### config.mk
export PLATFORM = sky130hd
export DESIGN_NAME = refcounted_slot_table_core
export DESIGN_NICKNAME = d
export VERILOG_FILES = /design/src/rtl/rcst_pkg.sv /design/src/rtl/refcounted_slot_table_core.sv /design/src/rtl/rcst_slot_ram.sv
export SDC_FILE = /design/constraint.sdc
export NUM_CORES = 2
export LEC_CHECK = 0
export BUFFER_PORTS_ARGS = -buffer_cell sky130_fd_sc_hd__buf_2
export CAP_MARGIN = 20
export CORE_MARGIN = 4
export CORE_UTILIZATION = 50
export DETAILED_ROUTE_END_ITERATION = 16
export GPL_TIMING_DRIVEN = 0
export PLACE_DENSITY = 0.73
export REMOVE_ABC_BUFFERS = 1
export SETUP_SLACK_MARGIN = 0.02
export SLEW_MARGIN = 10
export SYNTH_ARGS = -nofsm -noshare
export SYNTH_HDL_FRONTEND = slang
export SYNTH_SLANG_ARGS = --single-unit
### constraint.sdc
create_clock -name clk -period 18.56 [get_ports clk]
set_input_delay 1.856 -clock clk [delete_from_list [all_inputs] [get_ports clk]]
set_output_delay 1.856 -clock clk [all_outputs]
set_load 0.01 [all_outputs]
### src/rtl/rcst_pkg.sv
// Shared types and codes for the reference-counted slot table.
// No dependencies; imported by refcounted_slot_table_core, not by rcst_slot_ram.
package rcst_pkg;

    localparam int CFG_BITS  = 6;
    localparam int KEY_W     = 32;
    localparam int SLOT_W    = 5;
    localparam int RUN_W     = 4;

    localparam logic [1:0] OP_ADD     = 2'd0;
    localparam logic [1:0] OP_GROUP   = 2'd1;
    localparam logic [1:0] OP_RELEASE = 2'd2;

    localparam logic [1:0] ST_OK       = 2'd0;
    localparam logic [1:0] ST_NO_ROOM  = 2'd1;
    localparam logic [1:0] ST_REL_ERR  = 2'd2;

    typedef struct packed {
        logic [1:0]        op;
        logic [KEY_W-1:0]  key;
        logic              group_end;
        logic [SLOT_W-1:0] first_slot;
        logic [RUN_W-1:0]  run_length;
    } req_t;

    typedef struct packed {
        logic [1:0]        status;
        logic [SLOT_W-1:0] slot;
    } rsp_t;

endpackage

### src/rtl/refcounted_slot_table_core.sv
// Reference-counted slot table, top level.
// Depends on rcst_pkg and rcst_slot_ram.
//
// Request channel (req_valid/req_stall/req) carries one op per transaction:
// add a key, stream one element of a group add, or release a run of slots.
// Response channel (rsp_valid/rsp_stall/rsp) returns at most one result per
// request; group elements without group_end and op 3 return none.
// cfg_valid/cfg_ready writes slot_limit; cfg_ready is always high.
// Requests are taken one at a time; req_stall stays high until the result
// of the current request has been loaded into the response register.
// Every table access is a registered read followed by a check or write, so
// a single add scans the filled slots until it finds its key, a release walks
// its run of slots, and a group add checks up to GROUP_MAX slots per tried
// base, over up to SLOTS bases, and then claims GROUP_MAX slots at most.
// A finished result waits in the response register while rsp_stall is high;
// the next request is accepted meanwhile, and its result waits until the
// register frees up.
// Reset empties the table (fill level zero), drops any pending group and
// sets slot_limit to 32. Table contents need no clearing.
module refcounted_slot_table_core
    import rcst_pkg::*;
#(
    parameter int SLOTS      = 32,
    parameter int GROUP_MAX  = 8,
    parameter int KEY_BITS   = 32,
    parameter int COUNT_BITS = 16
) (
    input  logic                clk,
    input  logic                rst_n,
    input  logic                req_valid,
    output logic                req_stall,
    input  req_t                req,
    output logic                rsp_valid,
    input  logic                rsp_stall,
    output rsp_t                rsp,
    input  logic                cfg_valid,
    output logic                cfg_ready,
    input  logic [CFG_BITS-1:0] cfg_data
);

    localparam int AW  = (SLOTS > 1) ? $clog2(SLOTS) : 1;
    localparam int CW  = $clog2(SLOTS + 1);
    localparam int PW  = ((CW > SLOT_W) ? CW : SLOT_W) + 1;
    localparam int GW  = $clog2(GROUP_MAX);
    localparam int GCW = $clog2(GROUP_MAX + 1);
    localparam int SW  = (GCW > RUN_W) ? GCW : RUN_W;

    typedef enum logic [3:0] {
        IDLE, SCAN_RD, SCAN_CK, DECIDE, BASE_TRY, G_RD, G_CK,
        C_RD, C_WR, R_RD, R_CK, FINISH
    } state_t;

    state_t                state_reg;
    logic [CFG_BITS-1:0]   limit_reg;
    logic [CW-1:0]         fill_reg;
    logic [GCW-1:0]        gsize_reg;
    logic                  gover_reg;
    logic [KEY_BITS-1:0]   gkeys_reg [GROUP_MAX];
    logic [KEY_BITS-1:0]   key_reg;
    logic [GCW-1:0]        n_reg;
    logic [PW-1:0]         base_reg;
    logic [SW-1:0]         step_reg;
    logic [RUN_W-1:0]      len_reg;
    logic                  bad_reg;
    logic                  zfound_reg;
    logic [PW-1:0]         zslot_reg;
    logic [1:0]            res_status_reg;
    logic [SLOT_W-1:0]     res_slot_reg;
    logic                  rsp_valid_reg;
    rsp_t                  rsp_reg;

    logic [CW-1:0]         lim;
    logic [PW-1:0]         pos;
    logic [KEY_BITS-1:0]   in_key;
    logic [KEY_BITS-1:0]   gkey_cur;
    logic [COUNT_BITS-1:0] cnt_bump;
    logic [GCW-1:0]        n_new;
    logic                  rsp_load;

    logic                  rd_en;
    logic [KEY_BITS-1:0]   rd_key;
    logic [COUNT_BITS-1:0] rd_count;
    logic                  wr_en;
    logic [AW-1:0]         wr_addr;
    logic [KEY_BITS-1:0]   wr_key;
    logic [COUNT_BITS-1:0] wr_count;

    // zero or out-of-range limit means the built size
    always_comb
    begin
        if (limit_reg == '0 || 32'(limit_reg) > 32'(SLOTS))
            lim = CW'(SLOTS);
        else
            lim = CW'(limit_reg);
    end

    assign pos      = base_reg + PW'(step_reg);
    assign in_key   = KEY_BITS'(req.key);
    assign gkey_cur = gkeys_reg[step_reg[GW-1:0]];
    assign cnt_bump = (rd_count == '1) ? rd_count : rd_count + 1'b1;
    assign n_new    = gsize_reg + 1'b1;
    assign rsp_load = (state_reg == FINISH) && (!rsp_valid_reg || !rsp_stall);

    assign req_stall = (state_reg != IDLE);
    assign cfg_ready = 1'b1;
    assign rsp_valid = rsp_valid_reg;
    assign rsp       = rsp_reg;

    // table access control
    always_comb
    begin
        rd_en    = 1'b0;
        wr_en    = 1'b0;
        wr_addr  = pos[AW-1:0];
        wr_key   = rd_key;
        wr_count = cnt_bump;
        unique case (state_reg)
            SCAN_RD:  rd_en = (pos < PW'(fill_reg));
            SCAN_CK:  wr_en = (rd_key == key_reg);
            DECIDE:
            begin
                wr_key   = key_reg;
                wr_count = COUNT_BITS'(1);
                if (zfound_reg)
                begin
                    wr_en   = 1'b1;
                    wr_addr = zslot_reg[AW-1:0];
                end
                else if (fill_reg < lim)
                begin
                    wr_en   = 1'b1;
                    wr_addr = fill_reg[AW-1:0];
                end
            end
            G_RD:     rd_en = (PW'(step_reg) != PW'(n_reg)) && (pos < PW'(fill_reg));
            C_RD:
            begin
                rd_en    = (PW'(step_reg) != PW'(n_reg)) && (pos < PW'(fill_reg));
                wr_en    = (PW'(step_reg) != PW'(n_reg)) && (pos >= PW'(fill_reg));
                wr_key   = gkey_cur;
                wr_count = COUNT_BITS'(1);
            end
            C_WR:
            begin
                wr_en = 1'b1;
                if (rd_key != gkey_cur)
                begin
                    wr_key   = gkey_cur;
                    wr_count = COUNT_BITS'(1);
                end
            end
            R_RD:     rd_en = (SW'(len_reg) != step_reg) && (pos < PW'(fill_reg));
            R_CK:
            begin
                wr_en    = (rd_count != '0);
                wr_count = rd_count - 1'b1;
            end
            default: ;
        endcase
    end

    rcst_slot_ram #(
        .DEPTH      (SLOTS),
        .KEY_BITS   (KEY_BITS),
        .COUNT_BITS (COUNT_BITS),
        .AW         (AW)
    ) u_ram (
        .clk      (clk),
        .rd_en    (rd_en),
        .rd_addr  (pos[AW-1:0]),
        .rd_key   (rd_key),
        .rd_count (rd_count),
        .wr_en    (wr_en),
        .wr_addr  (wr_addr),
        .wr_key   (wr_key),
        .wr_count (wr_count)
    );

    always_ff @(posedge clk)
    begin
        if (state_reg == IDLE && req_valid && req.op == OP_GROUP && gsize_reg < GCW'(GROUP_MAX))
            gkeys_reg[gsize_reg[GW-1:0]] <= in_key;
    end

    always_ff @(posedge clk or negedge rst_n)
    begin
        if (!rst_n)
        begin
            state_reg      <= IDLE;
            limit_reg      <= CFG_BITS'(32);
            fill_reg       <= '0;
            gsize_reg      <= '0;
            gover_reg      <= 1'b0;
            rsp_valid_reg  <= 1'b0;
            rsp_reg        <= '0;
            key_reg        <= '0;
            n_reg          <= '0;
            base_reg       <= '0;
            step_reg       <= '0;
            len_reg        <= '0;
            bad_reg        <= 1'b0;
            zfound_reg     <= 1'b0;
            zslot_reg      <= '0;
            res_status_reg <= ST_OK;
            res_slot_reg   <= '0;
        end
        else
        begin
            if (cfg_valid)
                limit_reg <= cfg_data;
            if (rsp_load)
                rsp_valid_reg <= 1'b1;
            else if (rsp_valid_reg && !rsp_stall)
                rsp_valid_reg <= 1'b0;

            unique case (state_reg)
                IDLE:
                begin
                    if (req_valid)
                    begin
                        step_reg   <= '0;
                        zfound_reg <= 1'b0;
                        bad_reg    <= 1'b0;
                        case (req.op)
                            OP_ADD:
                            begin
                                base_reg  <= '0;
                                key_reg   <= in_key;
                                state_reg <= SCAN_RD;
                            end
                            OP_RELEASE:
                            begin
                                base_reg  <= PW'(req.first_slot);
                                len_reg   <= req.run_length;
                                state_reg <= R_RD;
                            end
                            OP_GROUP:
                            begin
                                base_reg <= '0;
                                if (req.group_end)
                                begin
                                    gsize_reg <= '0;
                                    gover_reg <= 1'b0;
                                    n_reg     <= n_new;
                                    if (gover_reg || gsize_reg == GCW'(GROUP_MAX)
                                        || PW'(n_new) > PW'(lim))
                                    begin
                                        res_status_reg <= ST_NO_ROOM;
                                        res_slot_reg   <= '0;
                                        state_reg      <= FINISH;
                                    end
                                    else if (gsize_reg == '0)
                                    begin
                                        // group of one is a plain add
                                        key_reg   <= in_key;
                                        state_reg <= SCAN_RD;
                                    end
                                    else
                                        state_reg <= BASE_TRY;
                                end
                                else if (gsize_reg < GCW'(GROUP_MAX))
                                    gsize_reg <= n_new;
                                else
                                    gover_reg <= 1'b1;
                            end
                            default: ;
                        endcase
                    end
                end
                SCAN_RD:
                begin
                    if (pos < PW'(fill_reg))
                        state_reg <= SCAN_CK;
                    else
                        state_reg <= DECIDE;
                end
                SCAN_CK:
                begin
                    if (rd_key == key_reg)
                    begin
                        res_status_reg <= ST_OK;
                        res_slot_reg   <= SLOT_W'(base_reg);
                        state_reg      <= FINISH;
                    end
                    else
                    begin
                        if (rd_count == '0 && !zfound_reg)
                        begin
                            zfound_reg <= 1'b1;
                            zslot_reg  <= base_reg;
                        end
                        base_reg  <= base_reg + 1'b1;
                        state_reg <= SCAN_RD;
                    end
                end
                DECIDE:
                begin
                    res_status_reg <= ST_OK;
                    state_reg      <= FINISH;
                    if (zfound_reg)
                        res_slot_reg <= SLOT_W'(zslot_reg);
                    else if (fill_reg < lim)
                    begin
                        res_slot_reg <= SLOT_W'(fill_reg);
                        fill_reg     <= fill_reg + 1'b1;
                    end
                    else
                    begin
                        res_status_reg <= ST_NO_ROOM;
                        res_slot_reg   <= '0;
                    end
                end
                BASE_TRY:
                begin
                    step_reg <= '0;
                    if (base_reg + PW'(n_reg) > PW'(lim))
                    begin
                        res_status_reg <= ST_NO_ROOM;
                        res_slot_reg   <= '0;
                        state_reg      <= FINISH;
                    end
                    else
                        state_reg <= G_RD;
                end
                G_RD:
                begin
                    if (PW'(step_reg) == PW'(n_reg))
                    begin
                        step_reg  <= '0;
                        state_reg <= C_RD;
                    end
                    else if (pos >= PW'(fill_reg))
                        step_reg <= step_reg + 1'b1;
                    else
                        state_reg <= G_CK;
                end
                G_CK:
                begin
                    if (rd_key == gkey_cur || rd_count == '0)
                    begin
                        step_reg  <= step_reg + 1'b1;
                        state_reg <= G_RD;
                    end
                    else
                    begin
                        base_reg  <= base_reg + 1'b1;
                        state_reg <= BASE_TRY;
                    end
                end
                C_RD:
                begin
                    if (PW'(step_reg) == PW'(n_reg))
                    begin
                        if (base_reg + PW'(n_reg) > PW'(fill_reg))
                            fill_reg <= CW'(base_reg + PW'(n_reg));
                        res_status_reg <= ST_OK;
                        res_slot_reg   <= SLOT_W'(base_reg);
                        state_reg      <= FINISH;
                    end
                    else if (pos >= PW'(fill_reg))
                        step_reg <= step_reg + 1'b1;
                    else
                        state_reg <= C_WR;
                end
                C_WR:
                begin
                    step_reg  <= step_reg + 1'b1;
                    state_reg <= C_RD;
                end
                R_RD:
                begin
                    if (SW'(len_reg) == step_reg)
                    begin
                        res_status_reg <= bad_reg ? ST_REL_ERR : ST_OK;
                        res_slot_reg   <= SLOT_W'(base_reg);
                        state_reg      <= FINISH;
                    end
                    else if (pos >= PW'(fill_reg))
                    begin
                        bad_reg  <= 1'b1;
                        step_reg <= step_reg + 1'b1;
                    end
                    else
                        state_reg <= R_CK;
                end
                R_CK:
                begin
                    if (rd_count == '0)
                        bad_reg <= 1'b1;
                    step_reg  <= step_reg + 1'b1;
                    state_reg <= R_RD;
                end
                FINISH:
                begin
                    if (rsp_load)
                    begin
                        rsp_reg.status <= res_status_reg;
                        rsp_reg.slot   <= res_slot_reg;
                        state_reg      <= IDLE;
                    end
                end
                default: state_reg <= IDLE;
            endcase
        end
    end

    // fill level never passes the built size
    a_fill_bound: assert property (@(posedge clk) disable iff (!rst_n)
        32'(fill_reg) <= 32'(SLOTS))
        else $error("fill level above table size");

    // slots are never given back to the free tail
    a_fill_mono: assert property (@(posedge clk) disable iff (!rst_n)
        1'b1 |=> fill_reg >= $past(fill_reg))
        else $error("fill level decreased");

    // table writes only from the check/claim/release states
    a_wr_state: assert property (@(posedge clk) disable iff (!rst_n)
        wr_en |-> (state_reg == SCAN_CK || state_reg == DECIDE || state_reg == C_RD
                   || state_reg == C_WR || state_reg == R_CK))
        else $error("table write outside an update state");

    // a result is only loaded when the response register is free
    a_no_overwrite: assert property (@(posedge clk) disable iff (!rst_n)
        (rsp_valid && rsp_stall) |=> $stable(rsp_reg))
        else $error("pending response overwritten");

endmodule

### src/rtl/rcst_slot_ram.sv
// Slot table storage: key and owner count per slot, one write port and one
// read port with registered read data. Depends on nothing.
module rcst_slot_ram #(
    parameter int DEPTH      = 32,
    parameter int KEY_BITS   = 32,
    parameter int COUNT_BITS = 16,
    parameter int AW         = 5
) (
    input  logic                  clk,
    input  logic                  rd_en,
    input  logic [AW-1:0]         rd_addr,
    output logic [KEY_BITS-1:0]   rd_key,
    output logic [COUNT_BITS-1:0] rd_count,
    input  logic                  wr_en,
    input  logic [AW-1:0]         wr_addr,
    input  logic [KEY_BITS-1:0]   wr_key,
    input  logic [COUNT_BITS-1:0] wr_count
);

    logic [KEY_BITS-1:0]   key_mem   [DEPTH];
    logic [COUNT_BITS-1:0] count_mem [DEPTH];

    always_ff @(posedge clk)
    begin
        if (wr_en)
        begin
            key_mem[wr_addr]   <= wr_key;
            count_mem[wr_addr] <= wr_count;
        end
        if (rd_en)
        begin
            rd_key   <= key_mem[rd_addr];
            rd_count <= count_mem[rd_addr];
        end
    end

endmodule

# Word level (Yosys, flattened, before mapping)
# Memory sizes are Yosys's and may differ from the RTL's. A register that Yosys moved wholly into a read port is not among the register bits.
# Cells that the tools add are included.
[op_classes]
addsub = 8
order_cmp = 8
eq_ne = 52
muxes = 92
n_bitwise = 1
reduce_logical = 51
[ops]
columns = ["op", "count"]
rows = [
  ["32-bit 2-to-1 mux", 4],
  ["32-bit case mux with 3 select lines", 1],
  ["4-bit 2-to-1 mux", 20],
  ["5-bit 2-to-1 mux", 13],
  ["32-bit == test", 2],
  ["32-bit case mux with 2 select lines", 1],
  ["16-bit case mux with 3 select lines", 1],
  ["4-bit case mux with 12 select lines", 1],
  ["2-bit != test (second input constant)", 21],
  ["16-bit 2-to-1 mux", 2],
  ["32-bit != test", 1],
  ["6-bit 2-to-1 mux", 5],
  ["5-bit case mux with 6 select lines", 1],
  ["4-bit case mux with 7 select lines", 1],
  ["7-bit 2-to-1 mux", 3],
  ["7-bit case mux with 3 select lines", 1],
  ["4-bit == test (second input constant)", 5],
  ["1-bit 2-to-1 mux", 20],
  ["5-bit AND reduction", 4],
  ["2-bit 2-to-1 mux", 9],
  ["16-bit by 1-bit adder with 16-bit output (second input constant)", 1],
  ["16-bit == test (second input constant)", 1],
  ["4-bit by 3-bit == test with 1-bit output (second input constant)", 4],
  ["16-bit zero test", 1],
  ["50 further kinds", 89],
]
[word_totals]
register_bits = 94
ram_bits = 1792
output_inout_bits = 10
word_cells = 233
memories = 3
[mem_list]
columns = ["name", "depth", "width", "read_ports", "rd_ports_with_merged_regs", "wr", "line", "source"]
rows = [
  ["u_ram.key_mem", 32, 32, 1, 1, 1, "rcst_slot_ram.sv:20", "logic [KEY_BITS-1:0] key_mem [DEPTH];"],
  ["u_ram.count_mem", 32, 16, 1, 1, 1, "rcst_slot_ram.sv:21", "logic [COUNT_BITS-1:0] count_mem [DEPTH];"],
  ["gkeys_reg", 8, 32, 1, 0, 1, "refcounted_slot_table_core.sv:58", "logic [KEY_BITS-1:0] gkeys_reg [GROUP_MAX];"],
]

# Logic depth before layout (Yosys ltp)
[logic_depth]
ltp_word = 10
depth_mapped = 17
ltp_nobuf = 15

# Cells and area by module
# Synthesis repeated with hierarchy kept, for this count alone.
[unflattened]
cells_unflattened = 4870
area_unflattened_um2 = 79526.3
[by_module_without_submodules]
columns = ["mod", "instances", "cells_each", "area_each_um2", "seq_area_each_um2"]
rows = [
  ["rcst_slot_ram", 1, 3364, 61207.5, 47565.6],
  ["refcounted_slot_table_core", 1, 1506, 18318.8, 10040.9],
]

# Least setup slack after synthesis
# No wires, ideal clock.
[synth_timing]
path_kind = "reg-to-reg"
start = "reg step_reg[1]"
end = "mem u_ram.count_mem[1][0], enable pin"
setup_time_ns = 0.454
arrival_time_ns = 5.742
path_slack_ns = 12.364
stages_incl_launch_ff = 15
path_buffers = 4
path_cell_list = "dfrtp_1 -> buf_2 -> inv_1 -> fa_1 -> xnor2_1 -> clkbuf_1 -> buf_1 -> ha_1 -> a21oi_1 -> o211ai_1 -> o21ai_0 -> a31oi_1 -> nand2b_1 -> clkbuf_1 -> nor2_1"
[synth_via]
elab_chain_len = 6
elab_cells_between_ends = 10
cone_classes = "add/sub (1); order compare (1); eq/ne (1); mux (6); reduce/logical (1)"
[synth_lines]
columns = ["element", "line", "source"]
rows = [
  ["from (decl)", "refcounted_slot_table_core.sv:62", "logic [SW-1:0] step_reg;"],
  ["from (signal assigned)", "refcounted_slot_table_core.sv:333", "step_reg <= step_reg + 1'b1;"],
  ["from (signal assigned)", "refcounted_slot_table_core.sv:341", "step_reg <= step_reg + 1'b1;"],
  ["from (signal assigned)", "refcounted_slot_table_core.sv:361", "step_reg <= step_reg + 1'b1;"],
  ["7-bit by 4-bit adder with 7-bit output", "refcounted_slot_table_core.sv:97", "assign pos = base_reg + PW'(step_reg);"],
  ["7-bit by 6-bit >= comparator with 1-bit output", "refcounted_slot_table_core.sv:139", "wr_en = (PW'(step_reg) != PW'(n_reg)) && (pos >= PW'(fill_reg));"],
  ["1-bit logical AND", "refcounted_slot_table_core.sv:139", ""],
  ["1-bit case mux with 5 select lines", "refcounted_slot_table_core.sv:117", "unique case (state_reg)"],
  ["1-bit 2-to-1 mux", "rcst_slot_ram.sv:25", "if (wr_en)"],
  ["1-bit 2-to-1 mux (implied by the code)", "rcst_slot_ram.sv:28", "count_mem[wr_addr] <= wr_count;"],
  ["to (decl)", "rcst_slot_ram.sv:21", ""],
]
# Several ways; a longest one is shown, not always the timed one.

# Final worst setup path
[layout_timing]
start = "reg step_reg[1]"
end = "mem u_ram.key_mem[9][0], enable pin"
[layout_via]
elab_chain_len = 6
elab_cells_between_ends = 10
cone_classes = "add/sub (1); order compare (1); eq/ne (1); mux (6); reduce/logical (1)"
[layout_lines]
columns = ["element", "line", "source"]
rows = [
  ["7-bit by 4-bit adder with 7-bit output", "refcounted_slot_table_core.sv:97", ""],
  ["7-bit by 6-bit >= comparator with 1-bit output", "refcounted_slot_table_core.sv:139", ""],
  ["1-bit logical AND", "refcounted_slot_table_core.sv:139", ""],
  ["1-bit case mux with 5 select lines", "refcounted_slot_table_core.sv:117", ""],
  ["1-bit 2-to-1 mux", "rcst_slot_ram.sv:25", ""],
  ["1-bit 2-to-1 mux (implied by the code)", "rcst_slot_ram.sv:27", "key_mem[wr_addr] <= wr_key;"],
  ["to (decl)", "rcst_slot_ram.sv:20", ""],
]
# Several ways; a longest one is shown, not always the timed one.

==> flow_metrics.tcl <==
set metrics [dict create \
    status "complete, no violations" \
    grt_pass1_wl_mm 289 \
    routed_wl_mm 200 \
    yosys_warnings 0 \
    cap_violations 0 \
    wl_per_cell_um 32.2 \
    netlist_area_um2 77700 \
    worst_pin_slew_ps 1110 \
    synth_edf_count 1840 \
    topRoutingLayerUsed "met5" \
    finalHoldViolCount 0 \
    layout.nets 4101 \
    crit_chain "inv_1, fa_4, inv_1, ha_1, a21o_1, a21oi_1, o211ai_1, o21ai_0, a31oi_1, nand2b_1, nor2_4, buf_16, buf_12, buf_16" \
    start_util_pct 50.4 \
    synthArstFlopShare_pct 4.86 \
    grtUsageTotal_pct 24.7 \
    ant_nets 0 \
    post-cts-setup-buffers 0 \
    port-buffer-count 63 \
    fin_skew_ps 55.1 \
    first_pass_iters 10 \
    met1Wirelength_mm 73.7 \
    synth_area_per_cell_um2 20.8 \
    crit_path_max_incr_delay_ps 1400 \
    grt_pass1_vias 40300 \
    die_y_um 402 \
    cts_resized 0 \
    vias 40700 \
    dieArea_um2 162000 \
    globalplace.congestion 0.839 \
    clockBufferDepth 3 \
    wl_met3_mm 22.1 \
    dp.cells 5841 \
    holdBufCountCts 0 \
    fin_util_pct 58.7 \
    ys_seq_area_share_pct 74.2 \
    htreeDepth 4 \
    endpoint_kind "flip-flop" \
    rows 144 \
    cp.required_ps 19080 \
    criticalPathCategory "flip-flop to flip-flop" \
    hp-class "flip-flop to flip-flop" \
    dpl.hpwl_mm 126 \
    synth_flop_cell "edfxtp_1" \
    peakVddDrop_mv 0.203 \
    cts.clk_slew.worst_paths_ps 60 \
    power_mw 18.9 \
    antenna_found_initial 18 \
    wl_met2_mm 97.2 \
    synth-seq-cells 1934 \
    startpoint_type "flip-flop" \
    dpl_cell_area_um2 84000 \
    cellLeakagePower_nw 29.3 \
    slowest_stage "fa_4" \
    drc_errors 0 \
    core_area_um2 154000 \
    grt_max_degree 62 \
    fillers 10600 \
    syn-instance-count 3731 \
    maxSlewHeadroom_pct 26.1 \
    setup_slack_ps 11960 \
    final_layout_size_suffix_gt1_share_pct 30.6 \
    clk-insertion-delay-late_ps 850 \
    drt-initial-drc-count 6101 \
    cts_sinks 1934 \
    cts-root-buf "clkbuf_16" \
    cts_tree "done" \
    syn_to_final_growth_pct 16.5 \
    pre_cts_ws_ps 12050 \
    largest_reg_flops 1024 \
    rsz0062_at_grt "no" \
    cts_buffers 185 \
    die_w_um 402 \
    drv_slew 0 \
    fmax_mhz 151 \
    final_cells 6212 \
    stdcell_area_um2 90500 \
    critPathTopFamily "adder cells" \
    cp_num_buf_inv 5 \
    fin_crit_ps 6600 \
    ys_types 78 \
    grt-ovfl-total 0 \
    setup_viol 0 \
    cp.arrival_ps 7130 \
    power_density_nw_per_um2 209 \
    vias_per_cell 6.55 \
    finalCritPeriodShare_pct 35.6 \
    ios 65 \
    path_max_fanout 42 \
]
[placed cells by master (no fill, tap or decap), types with 26 or more instances in the layout]
cell type,Yosys,layout
buf_2,19,64
a22o_1,27,27
clkbuf_16,0,186
buf_12,0,94
dfrtp_1,93,92
buf_8,0,26
or3_1,34,34
clkinv_1,1,33
xor2_1,47,46
mux4_2,486,486
nand2_1,71,70
ha_1,45,44
nand3_1,35,35
nor3_1,44,41
nor2_4,0,40
buf_16,0,55
edfxtp_1,1840,1840
mux2i_1,70,70
inv_1,30,30
mux2_2,163,163
o22ai_1,36,33
clkbuf_1,124,55
a21oi_1,49,48
nor2_1,98,58
o21ai_0,71,62
[through the flow]
step / hold WS, ps / TNS (ps)
2_1_floorplan: 455 / -5067790
3_5_place_dp: 492 / 0
4_1_cts: 506 / 0
6_report: 502 / 0
5_1_grt: 516 / 0
3_3_place_gp: 475 / -
[worst paths after layout]
| path | slack [ps] | from | to | depth (start not counted) |
|---|---|---|---|---|
| min in group asynchronous | 910 | rst_n | rsp[1] | 1 |
| max in group asynchronous | 16870 | rst_n | key_reg[0] | 2 |
| max | 11960 | step_reg[1] | u_ram.key_mem[9][0] | 14 |
| min reg2reg | 500 | rsp[0] | rsp[0] | 1 |
| min | 500 | rsp[0] | rsp[0] | 1 |
| max reg2reg | 11960 | step_reg[1] | u_ram.key_mem[9][0] | 14 |
[power breakdown]
part | switching, mW | total [mW] | internal, mW
Clock | 1.64 | 3.79 | 2.15
Sequential | 0.315 | 6.67 | 6.35
Combinational | 4.60 | 8.49 | 3.88
[worst register-to-register path, stage by stage, from the launching register on]
cell and delay, ps:
dfrtp_1 810, inv_1 360, fa_4 1400, inv_1 200, ha_1 340, a21o_1 110, a21oi_1 60, o211ai_1 400
o21ai_0 250, a31oi_1 300, nand2b_1 550, nor2_4 770, buf_16 260, buf_12 210, buf_16 230
[metal layers]
metal  global-route usage [%]  vias up
met4                     7.99        6
met5                        0        -
met1                     34.0    21300
met3                     5.64      462
li1                         -    16200
met2                     39.6     2710
[final cells by class]
cell class | count | area, um2 | share of cell area, %
clock buffer | 250 | 4970 | 5.50
antenna | 11 | 27.5 | 0.0304
tap | 2044 | 2560 | 2.83
timing repair buffer | 273 | 4460 | 4.93
multi-input combinational | 1574 | 19600 | 21.7
sequential | 1934 | 57600 | 63.7
inverter | 31 | 116 | 0.129
clock inverter | 95 | 1130 | 1.24
[cells by family after synthesis]
group                    count (synthesis)  synth area share [%]
adder cells (fa/ha/maj)                 47                 0.776
AO/OA/AOI/OAI                          343                  3.11
other                                    1               0.00483
flip-flops                            1934                  74.2
multiplexers                           720                  17.4
XOR/XNOR                                59                 0.665
buffers and inverters                  223                  1.22
AND/OR/NAND/NOR                        404                  2.70
[synth_stat cells (5+ instances only)]
library cell,instances,area (um2)
nor2b_1,21,131
nor2_1,98,368
xnor2_1,12,105
a22oi_1,24,180
buf_1,35,131
a31oi_1,11,68.8
nor4_1,15,93.8
and3_1,11,68.8
mux2_2,163,1840
a21o_1,15,113
a21boi_0,5,37.5
nand2_1,71,267
o31a_1,6,52.6
nor3_1,44,220
a221o_1,24,240
nand3_1,35,175
o22a_1,6,52.6
dfrtp_1,93,2330
inv_1,30,113
edfxtp_1,1840,55300
mux2i_1,70,701
buf_6,9,101
o21a_1,16,120
nand4_1,20,125
o22ai_1,36,225
mux4_2,486,10900
a22o_1,27,236
clkbuf_1,124,465
or3_1,34,213
ha_1,45,563
a21oi_1,49,245
xor2_1,47,412
nand2b_1,16,100
and2_1,9,56.3
or2_2,6,37.5
o211ai_1,13,97.6
buf_4,5,37.5
o21ai_0,71,355
buf_2,19,95.1
No activity file was read; power rests on OpenSTA's default activity.
